### src/hdl/sfr_pkg.sv
// Shared types and constants of the stream find-and-replace unit.
package sfr_pkg;

	localparam int BYTE_W      = 8;
	localparam int CFG_DATA_W  = 64;
	localparam int CFG_IDX_W   = 2;
	localparam int LEN_FIELD_W = 4;
	localparam int TOTAL_W     = 32;

	// Configuration register indexes.
	typedef enum logic [CFG_IDX_W-1:0] {
		CFG_PATTERN_BYTES      = 2'd0,
		CFG_PATTERN_LENGTH     = 2'd1,
		CFG_REPLACEMENT_BYTES  = 2'd2,
		CFG_REPLACEMENT_LENGTH = 2'd3
	} cfg_index_t;

	// Per-cell control from the sequencer.
	typedef struct packed {
		logic load;
		logic shift;
	} cell_ctl_t;

endpackage

### src/hdl/stream_find_replace_unit.sv
// Top level of the streaming find-and-replace unit.
//
// Input channel: text_byte and line_end move on a transaction when in_valid is
// high and in_stall is low. Each input transaction yields zero to eight result
// transactions of out_byte, run_last and replace_total, marked by out_valid and
// taken when out_stall is low. run_last flags the final result of one input byte.
// Configuration: cfg_index selects pattern_bytes, pattern_length,
// replacement_bytes or replacement_length; a write completes when cfg_valid and
// cfg_ready are both high. cfg_ready is always high; write only while idle.
// Writing pattern_length drops any held bytes.
// Timing: an input byte is taken in the idle state; the sequencer then emits its
// result bytes from SCAN, REPL or FLUSH, with an extra SCAN step that gives no
// result whenever the scan stops on a match or on a pattern prefix. The first
// result is registered from SCAN, from REPL after SCAN when the byte completes a
// match, or from FLUSH after SCAN when a held prefix ends a line.
// Output is paced by the single result register, at most one byte per cycle while out_stall is low.
// A stalled receiver holds the result register and the sequencer waits; the next
// input byte is still taken once the sequencer returns to idle.
// Reset clears all configuration, the held bytes and the replacement count.
module stream_find_replace_unit #(
	parameter int PATTERN_MAX     = 8,
	parameter int REPLACEMENT_MAX = 8
) (
	input  logic                               clk,
	input  logic                               arst_n,
	input  logic                               in_valid,
	output logic                               in_stall,
	input  logic [sfr_pkg::BYTE_W-1:0]         text_byte,
	input  logic                               line_end,
	output logic                               out_valid,
	input  logic                               out_stall,
	output logic [sfr_pkg::BYTE_W-1:0]         out_byte,
	output logic                               run_last,
	output logic [sfr_pkg::TOTAL_W-1:0]        replace_total,
	input  logic                               cfg_valid,
	output logic                               cfg_ready,
	input  logic [sfr_pkg::CFG_IDX_W-1:0]      cfg_index,
	input  logic [sfr_pkg::CFG_DATA_W-1:0]     cfg_data
);
	import sfr_pkg::*;

	localparam int LEN_W  = $clog2(PATTERN_MAX + 1);
	localparam int RLEN_W = $clog2(REPLACEMENT_MAX + 1);

	logic [PATTERN_MAX*BYTE_W-1:0]     pat_q;
	logic [LEN_W-1:0]                  pat_len_q;
	logic [REPLACEMENT_MAX*BYTE_W-1:0] repl_q;
	logic [RLEN_W-1:0]                 repl_len_q;
	logic                              cfg_write;
	logic                              len_clear;
	logic [LEN_FIELD_W-1:0]            len_field;

	cell_ctl_t [PATTERN_MAX-1:0]       cell_ctl;
	logic [BYTE_W-1:0]                 cell_bytes [PATTERN_MAX];
	logic [BYTE_W-1:0]                 cell_next  [PATTERN_MAX];
	logic [PATTERN_MAX-1:0]            eq_here;
	logic [PATTERN_MAX-1:0]            eq_prev;

	assign cfg_ready = 1'b1;
	assign cfg_write = cfg_valid && cfg_ready;
	assign len_field = cfg_data[LEN_FIELD_W-1:0];
	assign len_clear = cfg_write && (cfg_index_t'(cfg_index) == CFG_PATTERN_LENGTH);

	// Lengths above PATTERN_MAX or REPLACEMENT_MAX are clamped when written.
	always_ff @(posedge clk or negedge arst_n) begin
		if (!arst_n) begin
			pat_q      <= '0;
			pat_len_q  <= '0;
			repl_q     <= '0;
			repl_len_q <= '0;
		end else if (cfg_write) begin
			case (cfg_index_t'(cfg_index))
				CFG_PATTERN_BYTES: begin
					pat_q <= cfg_data[PATTERN_MAX*BYTE_W-1:0];
				end
				CFG_PATTERN_LENGTH: begin
					pat_len_q <= (len_field > LEN_FIELD_W'(PATTERN_MAX)) ?
						LEN_W'(PATTERN_MAX) : len_field[LEN_W-1:0];
				end
				CFG_REPLACEMENT_BYTES: begin
					repl_q <= cfg_data[REPLACEMENT_MAX*BYTE_W-1:0];
				end
				CFG_REPLACEMENT_LENGTH: begin
					repl_len_q <= (len_field > LEN_FIELD_W'(REPLACEMENT_MAX)) ?
						RLEN_W'(REPLACEMENT_MAX) : len_field[RLEN_W-1:0];
				end
				default: begin
					pat_q <= pat_q;
				end
			endcase
		end
	end

	for (genvar i = 0; i < PATTERN_MAX; i++) begin : g_cell
		localparam int PREV = (i == 0) ? 0 : i - 1;

		if (i == PATTERN_MAX - 1) begin : g_tail
			assign cell_next[i] = '0;
		end else begin : g_link
			assign cell_next[i] = cell_bytes[i+1];
		end

		sfr_cell u_cell (
			.clk       (clk),
			.ctl       (cell_ctl[i]),
			.in_byte   (text_byte),
			.next_byte (cell_next[i]),
			.pat_here  (pat_q[i*BYTE_W +: BYTE_W]),
			.pat_prev  (pat_q[PREV*BYTE_W +: BYTE_W]),
			.cell_byte (cell_bytes[i]),
			.eq_here   (eq_here[i]),
			.eq_prev   (eq_prev[i])
		);
	end

	sfr_ctrl #(
		.PATTERN_MAX     (PATTERN_MAX),
		.REPLACEMENT_MAX (REPLACEMENT_MAX)
	) u_ctrl (
		.clk           (clk),
		.arst_n        (arst_n),
		.in_valid      (in_valid),
		.in_line_end   (line_end),
		.in_stall      (in_stall),
		.len_clear     (len_clear),
		.pat_len       (pat_len_q),
		.repl_len      (repl_len_q),
		.repl_bytes    (repl_q),
		.front_byte    (cell_bytes[0]),
		.eq_here       (eq_here),
		.eq_prev       (eq_prev),
		.cell_ctl      (cell_ctl),
		.out_valid     (out_valid),
		.out_stall     (out_stall),
		.out_byte      (out_byte),
		.run_last      (run_last),
		.replace_total (replace_total)
	);

endmodule

### src/hdl/sfr_cell.sv
// One cell of the holding chain: a text byte and its two pattern comparators.
module sfr_cell (
	input  logic                      clk,
	input  sfr_pkg::cell_ctl_t        ctl,
	input  logic [sfr_pkg::BYTE_W-1:0] in_byte,
	input  logic [sfr_pkg::BYTE_W-1:0] next_byte,
	input  logic [sfr_pkg::BYTE_W-1:0] pat_here,
	input  logic [sfr_pkg::BYTE_W-1:0] pat_prev,
	output logic [sfr_pkg::BYTE_W-1:0] cell_byte,
	output logic                      eq_here,
	output logic                      eq_prev
);
	import sfr_pkg::*;

	logic [BYTE_W-1:0] byte_q;

	always_ff @(posedge clk) begin
		if (ctl.load) begin
			byte_q <= in_byte;
		end else if (ctl.shift) begin
			byte_q <= next_byte;
		end
	end

	assign cell_byte = byte_q;
	assign eq_here   = (byte_q == pat_here);
	// Compare against the pattern one place back, as if the chain had shifted once.
	assign eq_prev   = (byte_q == pat_prev);

endmodule

### src/hdl/sfr_ctrl.sv
// Sequencer of the find-and-replace chain with the result register and counter.
module sfr_ctrl #(
	parameter int PATTERN_MAX     = 8,
	parameter int REPLACEMENT_MAX = 8
) (
	input  logic                                    clk,
	input  logic                                    arst_n,
	input  logic                                    in_valid,
	input  logic                                    in_line_end,
	output logic                                    in_stall,
	input  logic                                    len_clear,
	input  logic [$clog2(PATTERN_MAX+1)-1:0]        pat_len,
	input  logic [$clog2(REPLACEMENT_MAX+1)-1:0]    repl_len,
	input  logic [REPLACEMENT_MAX*sfr_pkg::BYTE_W-1:0] repl_bytes,
	input  logic [sfr_pkg::BYTE_W-1:0]              front_byte,
	input  logic [PATTERN_MAX-1:0]                  eq_here,
	input  logic [PATTERN_MAX-1:0]                  eq_prev,
	output sfr_pkg::cell_ctl_t [PATTERN_MAX-1:0]    cell_ctl,
	output logic                                    out_valid,
	input  logic                                    out_stall,
	output logic [sfr_pkg::BYTE_W-1:0]              out_byte,
	output logic                                    run_last,
	output logic [sfr_pkg::TOTAL_W-1:0]             replace_total
);
	import sfr_pkg::*;

	localparam int CNT_W  = $clog2(PATTERN_MAX + 1);
	localparam int RLEN_W = $clog2(REPLACEMENT_MAX + 1);
	localparam int RIDX_W = (REPLACEMENT_MAX > 1) ? $clog2(REPLACEMENT_MAX) : 1;

	typedef enum logic [1:0] {
		ST_IDLE,
		ST_SCAN,
		ST_REPL,
		ST_FLUSH
	} state_t;

	state_t              state_q;
	logic [CNT_W-1:0]    count_q;
	logic                line_end_q;
	logic [RIDX_W-1:0]   idx_q;
	logic [TOTAL_W-1:0]  total_q;
	logic                out_valid_q;
	logic [BYTE_W-1:0]   out_byte_q;
	logic                run_last_q;
	logic [TOTAL_W-1:0]  out_total_q;

	logic                accept;
	logic                can_emit;
	logic                same;
	logic                full;
	logic                rest_prefix;
	logic                emit;
	logic                emit_last;
	logic [BYTE_W-1:0]   emit_byte;
	logic                shift;
	logic                repl_last;

	assign in_stall = (state_q != ST_IDLE);
	assign accept   = in_valid && (state_q == ST_IDLE);
	assign can_emit = !out_valid_q || !out_stall;
	assign repl_last = ((RLEN_W'(idx_q) + RLEN_W'(1)) == repl_len);

	// The front matches when each held byte within pat_len equals its pattern byte.
	always_comb begin
		same        = 1'b1;
		rest_prefix = 1'b1;
		for (int i = 0; i < PATTERN_MAX; i++) begin
			if ((CNT_W'(i) < count_q) && (CNT_W'(i) < pat_len) && !eq_here[i]) begin
				same = 1'b0;
			end
			if ((i >= 1) && (CNT_W'(i) < count_q) && !eq_prev[i]) begin
				rest_prefix = 1'b0;
			end
		end
		full = same && (count_q >= pat_len);
	end

	always_comb begin
		emit      = 1'b0;
		emit_last = 1'b0;
		emit_byte = front_byte;
		shift     = 1'b0;
		case (state_q)
			ST_SCAN: begin
				if (pat_len == '0) begin
					emit      = can_emit;
					emit_last = 1'b1;
				end else if (!same) begin
					emit  = can_emit;
					shift = can_emit;
					// Last when nothing follows, or the rest is a prefix that stays held.
					emit_last = (count_q == CNT_W'(1)) || (!line_end_q && rest_prefix);
				end
			end
			ST_REPL: begin
				emit      = can_emit;
				emit_byte = repl_bytes[idx_q * BYTE_W +: BYTE_W];
				emit_last = repl_last;
			end
			ST_FLUSH: begin
				emit      = can_emit;
				shift     = can_emit;
				emit_last = (count_q == CNT_W'(1));
			end
			default: begin
				emit = 1'b0;
			end
		endcase
	end

	always_comb begin
		for (int i = 0; i < PATTERN_MAX; i++) begin
			cell_ctl[i].load  = accept && (count_q == CNT_W'(i));
			cell_ctl[i].shift = shift;
		end
	end

	always_ff @(posedge clk or negedge arst_n) begin
		if (!arst_n) begin
			state_q     <= ST_IDLE;
			count_q     <= '0;
			line_end_q  <= 1'b0;
			idx_q       <= '0;
			total_q     <= '0;
			out_valid_q <= 1'b0;
		end else begin
			if (out_valid_q && !out_stall) begin
				out_valid_q <= 1'b0;
			end
			if (emit) begin
				out_valid_q <= 1'b1;
				out_byte_q  <= emit_byte;
				run_last_q  <= emit_last;
				out_total_q <= total_q;
			end
			if (len_clear) begin
				count_q <= '0;
			end
			case (state_q)
				ST_IDLE: begin
					if (accept) begin
						count_q    <= count_q + CNT_W'(1);
						line_end_q <= in_line_end;
						state_q    <= ST_SCAN;
					end
				end
				ST_SCAN: begin
					if (pat_len == '0) begin
						if (can_emit) begin
							count_q <= '0;
							state_q <= ST_IDLE;
						end
					end else if (full) begin
						if (total_q != '1) begin
							total_q <= total_q + TOTAL_W'(1);
						end
						count_q <= '0;
						idx_q   <= '0;
						state_q <= (repl_len == '0) ? ST_IDLE : ST_REPL;
					end else if (same) begin
						// A partial match is held, or flushed at the end of a line.
						state_q <= line_end_q ? ST_FLUSH : ST_IDLE;
					end else if (can_emit) begin
						count_q <= count_q - CNT_W'(1);
						if (count_q == CNT_W'(1)) begin
							state_q <= ST_IDLE;
						end
					end
				end
				ST_REPL: begin
					if (can_emit) begin
						idx_q <= idx_q + RIDX_W'(1);
						if (repl_last) begin
							state_q <= ST_IDLE;
						end
					end
				end
				ST_FLUSH: begin
					if (can_emit) begin
						count_q <= count_q - CNT_W'(1);
						if (count_q == CNT_W'(1)) begin
							state_q <= ST_IDLE;
						end
					end
				end
				default: begin
					state_q <= ST_IDLE;
				end
			endcase
		end
	end

	assign out_valid     = out_valid_q;
	assign out_byte      = out_byte_q;
	assign run_last      = run_last_q;
	assign replace_total = out_total_q;

endmodule

### config.mk
export PLATFORM = sky130hd
export DESIGN_NAME = stream_find_replace_unit
export DESIGN_NICKNAME = d
export VERILOG_FILES = /design/src/hdl/sfr_pkg.sv /design/src/hdl/stream_find_replace_unit.sv /design/src/hdl/sfr_cell.sv /design/src/hdl/sfr_ctrl.sv
export SDC_FILE = /design/constraint.sdc
export NUM_CORES = 1
export LEC_CHECK = 0
export BUFFER_PORTS_ARGS = -buffer_cell sky130_fd_sc_hd__buf_4
export CORE_AREA = 2 2 185 187
export CTS_CLUSTER_SIZE = 30
export DETAILED_ROUTE_END_ITERATION = 16
export DIE_AREA = 0 0 187 189
export PLACE_DENSITY = 0.66
export SYNTH_ARGS = -nofsm -noshare
export SYNTH_HDL_FRONTEND = slang
export SYNTH_HIERARCHICAL = 1
export SYNTH_SLANG_ARGS = --single-unit
### constraint.sdc
create_clock -name clk -period 5.85 [get_ports clk]
set_clock_uncertainty 0.2 [all_clocks]
set_input_delay 0.8775 -clock clk [delete_from_list [all_inputs] [get_ports clk]]
set_output_delay 0.8775 -clock clk [all_outputs]
set_load 0.01 [all_outputs]
==> results.ini <==
[drt]
drcViolationCount=0
first_pass_iters=5
vias_per_cell=5.27
wire_per_inst_um=20.5
num_vias=8687
detail-route-antenna-nets=0
wl_um=33800
drt_iter0_markers=608

[critical_path]
path_class=reg -> reg
cp.arrival_ns=3.86
start_kind=flip-flop
required_ns=5.86
rr_startpoint=u_ctrl/count_q[0]
worstPathMaxFanout=10
end_kind=flip-flop
startpoint=u_ctrl/count_q[0]

[placed_design]
dpl.hpwl_um=24700
io_buffer_count=122
gp_congestion=0.873

[global_routing]
track_usage=0.191
antenna_found_initial=0
grt_max_degree=78
grt_pass1_vias=8839
grt_pass1_wl_um=52600
grt_overflow=0

[timing]
setup_viol=0
drv_slew=0
tightest_slew_ns=1.09
setup-tns-final_ns=0
finalCritPeriodShare=0.658
rsz0062_at_grt=no
slew-limit-headroom=0.273
finalHoldViolCount=0
whs_ns=0.0119
finalCriticalPeriod_ns=3.85
fmax_mhz=260

[clock_network]
clock-sinks=284
cts_root_buf=clkbuf_16
postCtsHoldBufs=0
clkTransAtPathRegs_ns=0.06
clock_latency_ns=0.59
cts.repair.resized=0
cts.path.max_buffers=3
htreeDepth=1
cts_tree=built
cts_made_buffers=30
post_cts_buffers=0

[logic_synthesis]
synthCells=1062
syn_area_um2=14800
yosys_warnings=6
syn_avg_cell_area_um2=13.9

[hold_path]
min_path_type=in -> async

[power_and_ir_drop]
ir_worst_vdd_uv=267
power.leakage_nw=6.85
power_density_nw_per_um2=437

[status]
status=finished clean

[die]
initial_core_util=0.445
dieArea_um2=35300
die_width_um=187
die_y_um=189
core.rowCount=67
ios=124
core_area_um2=33300

[finish]
fin_nets=1267
fillCellCount=2874
drive_above_1_share=0.350
final-seq-area_um2=7630
multiInputGateArea_um2=6590
area_delta_synth_final_pct=13.7
antennaDiodeCount=0

[job]
maxCapViolations=0

## area by class of cell
type                       count  share of cell area
clock buffer                  43              0.0529
clock inverter                12             0.00713
inverter                      15             0.00334
multi-input combinational    714               0.391
sequential                   284               0.453
tap                          448              0.0333
timing repair buffer         131              0.0586
## report_power, final
part | internal, mW | total, mW | switching (mW)
combinational | 1.21 | 2.29 | 1.08
clock | 1.11 | 1.90 | 0.792
sequential | 2.66 | 3.16 | 0.499
## layer usage
layer | routed length [um] | vias up | track usage
met5 | 0 | - | 0
li1 | - | 4068 | -
met2 | 15800 | 225 | 0.314
met3 | 1690 | 46 | 0.0269
met4 | 650 | 0 | 0.0440
met1 | 15600 | 4348 | 0.271
## worst paths after layout
check,endpoint,slack [ns],cells past startpoint
max,g_cell[7].u_cell/cell_byte[7],2.00,10
min,repl_q[62],0.01,1
max reg2reg,g_cell[7].u_cell/cell_byte[7],2.00,10
min reg2reg,u_ctrl/total_q[6],0.28,1
max in group asynchronous,pat_q[3],3.99,2
min in group clk,u_ctrl/total_q[6],0.28,1
## metrics by stage
step           setup WS [ns]  cell area (um^2)  std cells   util  power (mW)
6_report                2.00             16800       1647  0.506        7.35
3_3_place_gp            2.17             15800       1592  0.476        5.43
4_1_cts                 1.97             16800       1647  0.506        7.41
3_5_place_dp            2.02             15800       1592  0.476        5.49
2_1_floorplan           1.45             14800       1069      -        4.83
5_1_grt                 1.73             16800       1647  0.506        7.74
## flip-flops by register name, summed over array words and instances (netlist names)
| register | flops |
|---|---|
| g_cell.u_cell/cell_byte | 64 |
| u_ctrl/total_q | 32 |
| u_ctrl/run_last | 1 |
| repl_len_q | 4 |
| u_ctrl/count_q | 4 |
| u_ctrl/out_byte | 8 |
| u_ctrl/state_q | 2 |
| u_ctrl/replace_total | 32 |
| pat_q | 64 |
| pat_len_q | 4 |
| u_ctrl/out_valid | 1 |
| u_ctrl/line_end_q | 1 |
| u_ctrl/idx_q | 3 |
| repl_q | 64 |
## worst max-delay path, stage by stage, from the launching register on
cell	delay, ns
dfrtp_1	0.52
inv_1	0.15
ha_1	0.36
or2_2	0.38
a21oi_2	0.21
maj3_2	0.25
o22ai_2	0.16
a21oi_1	0.21
nor2_1	0.06
nor2_1	0.57
or2_1	0.40
## cells in the final DEF, fill, tap and decap left out, drive strengths merged, types with 8 or more instances in the layout
cell type  count
xnor2        142
xor2          12
and3          15
mux2         202
nor3          12
buf          131
clkbuf        43
mux4          16
ha            11
conb           9
nand2         40
inv           18
or2           12
a21oi         21
dfrtp        179
edfxtp       105
o21ai         24
nand4         45
mux2i          8
nor2          44
nand3         22
nor4          13
Power figures use the tool's default switching activity.
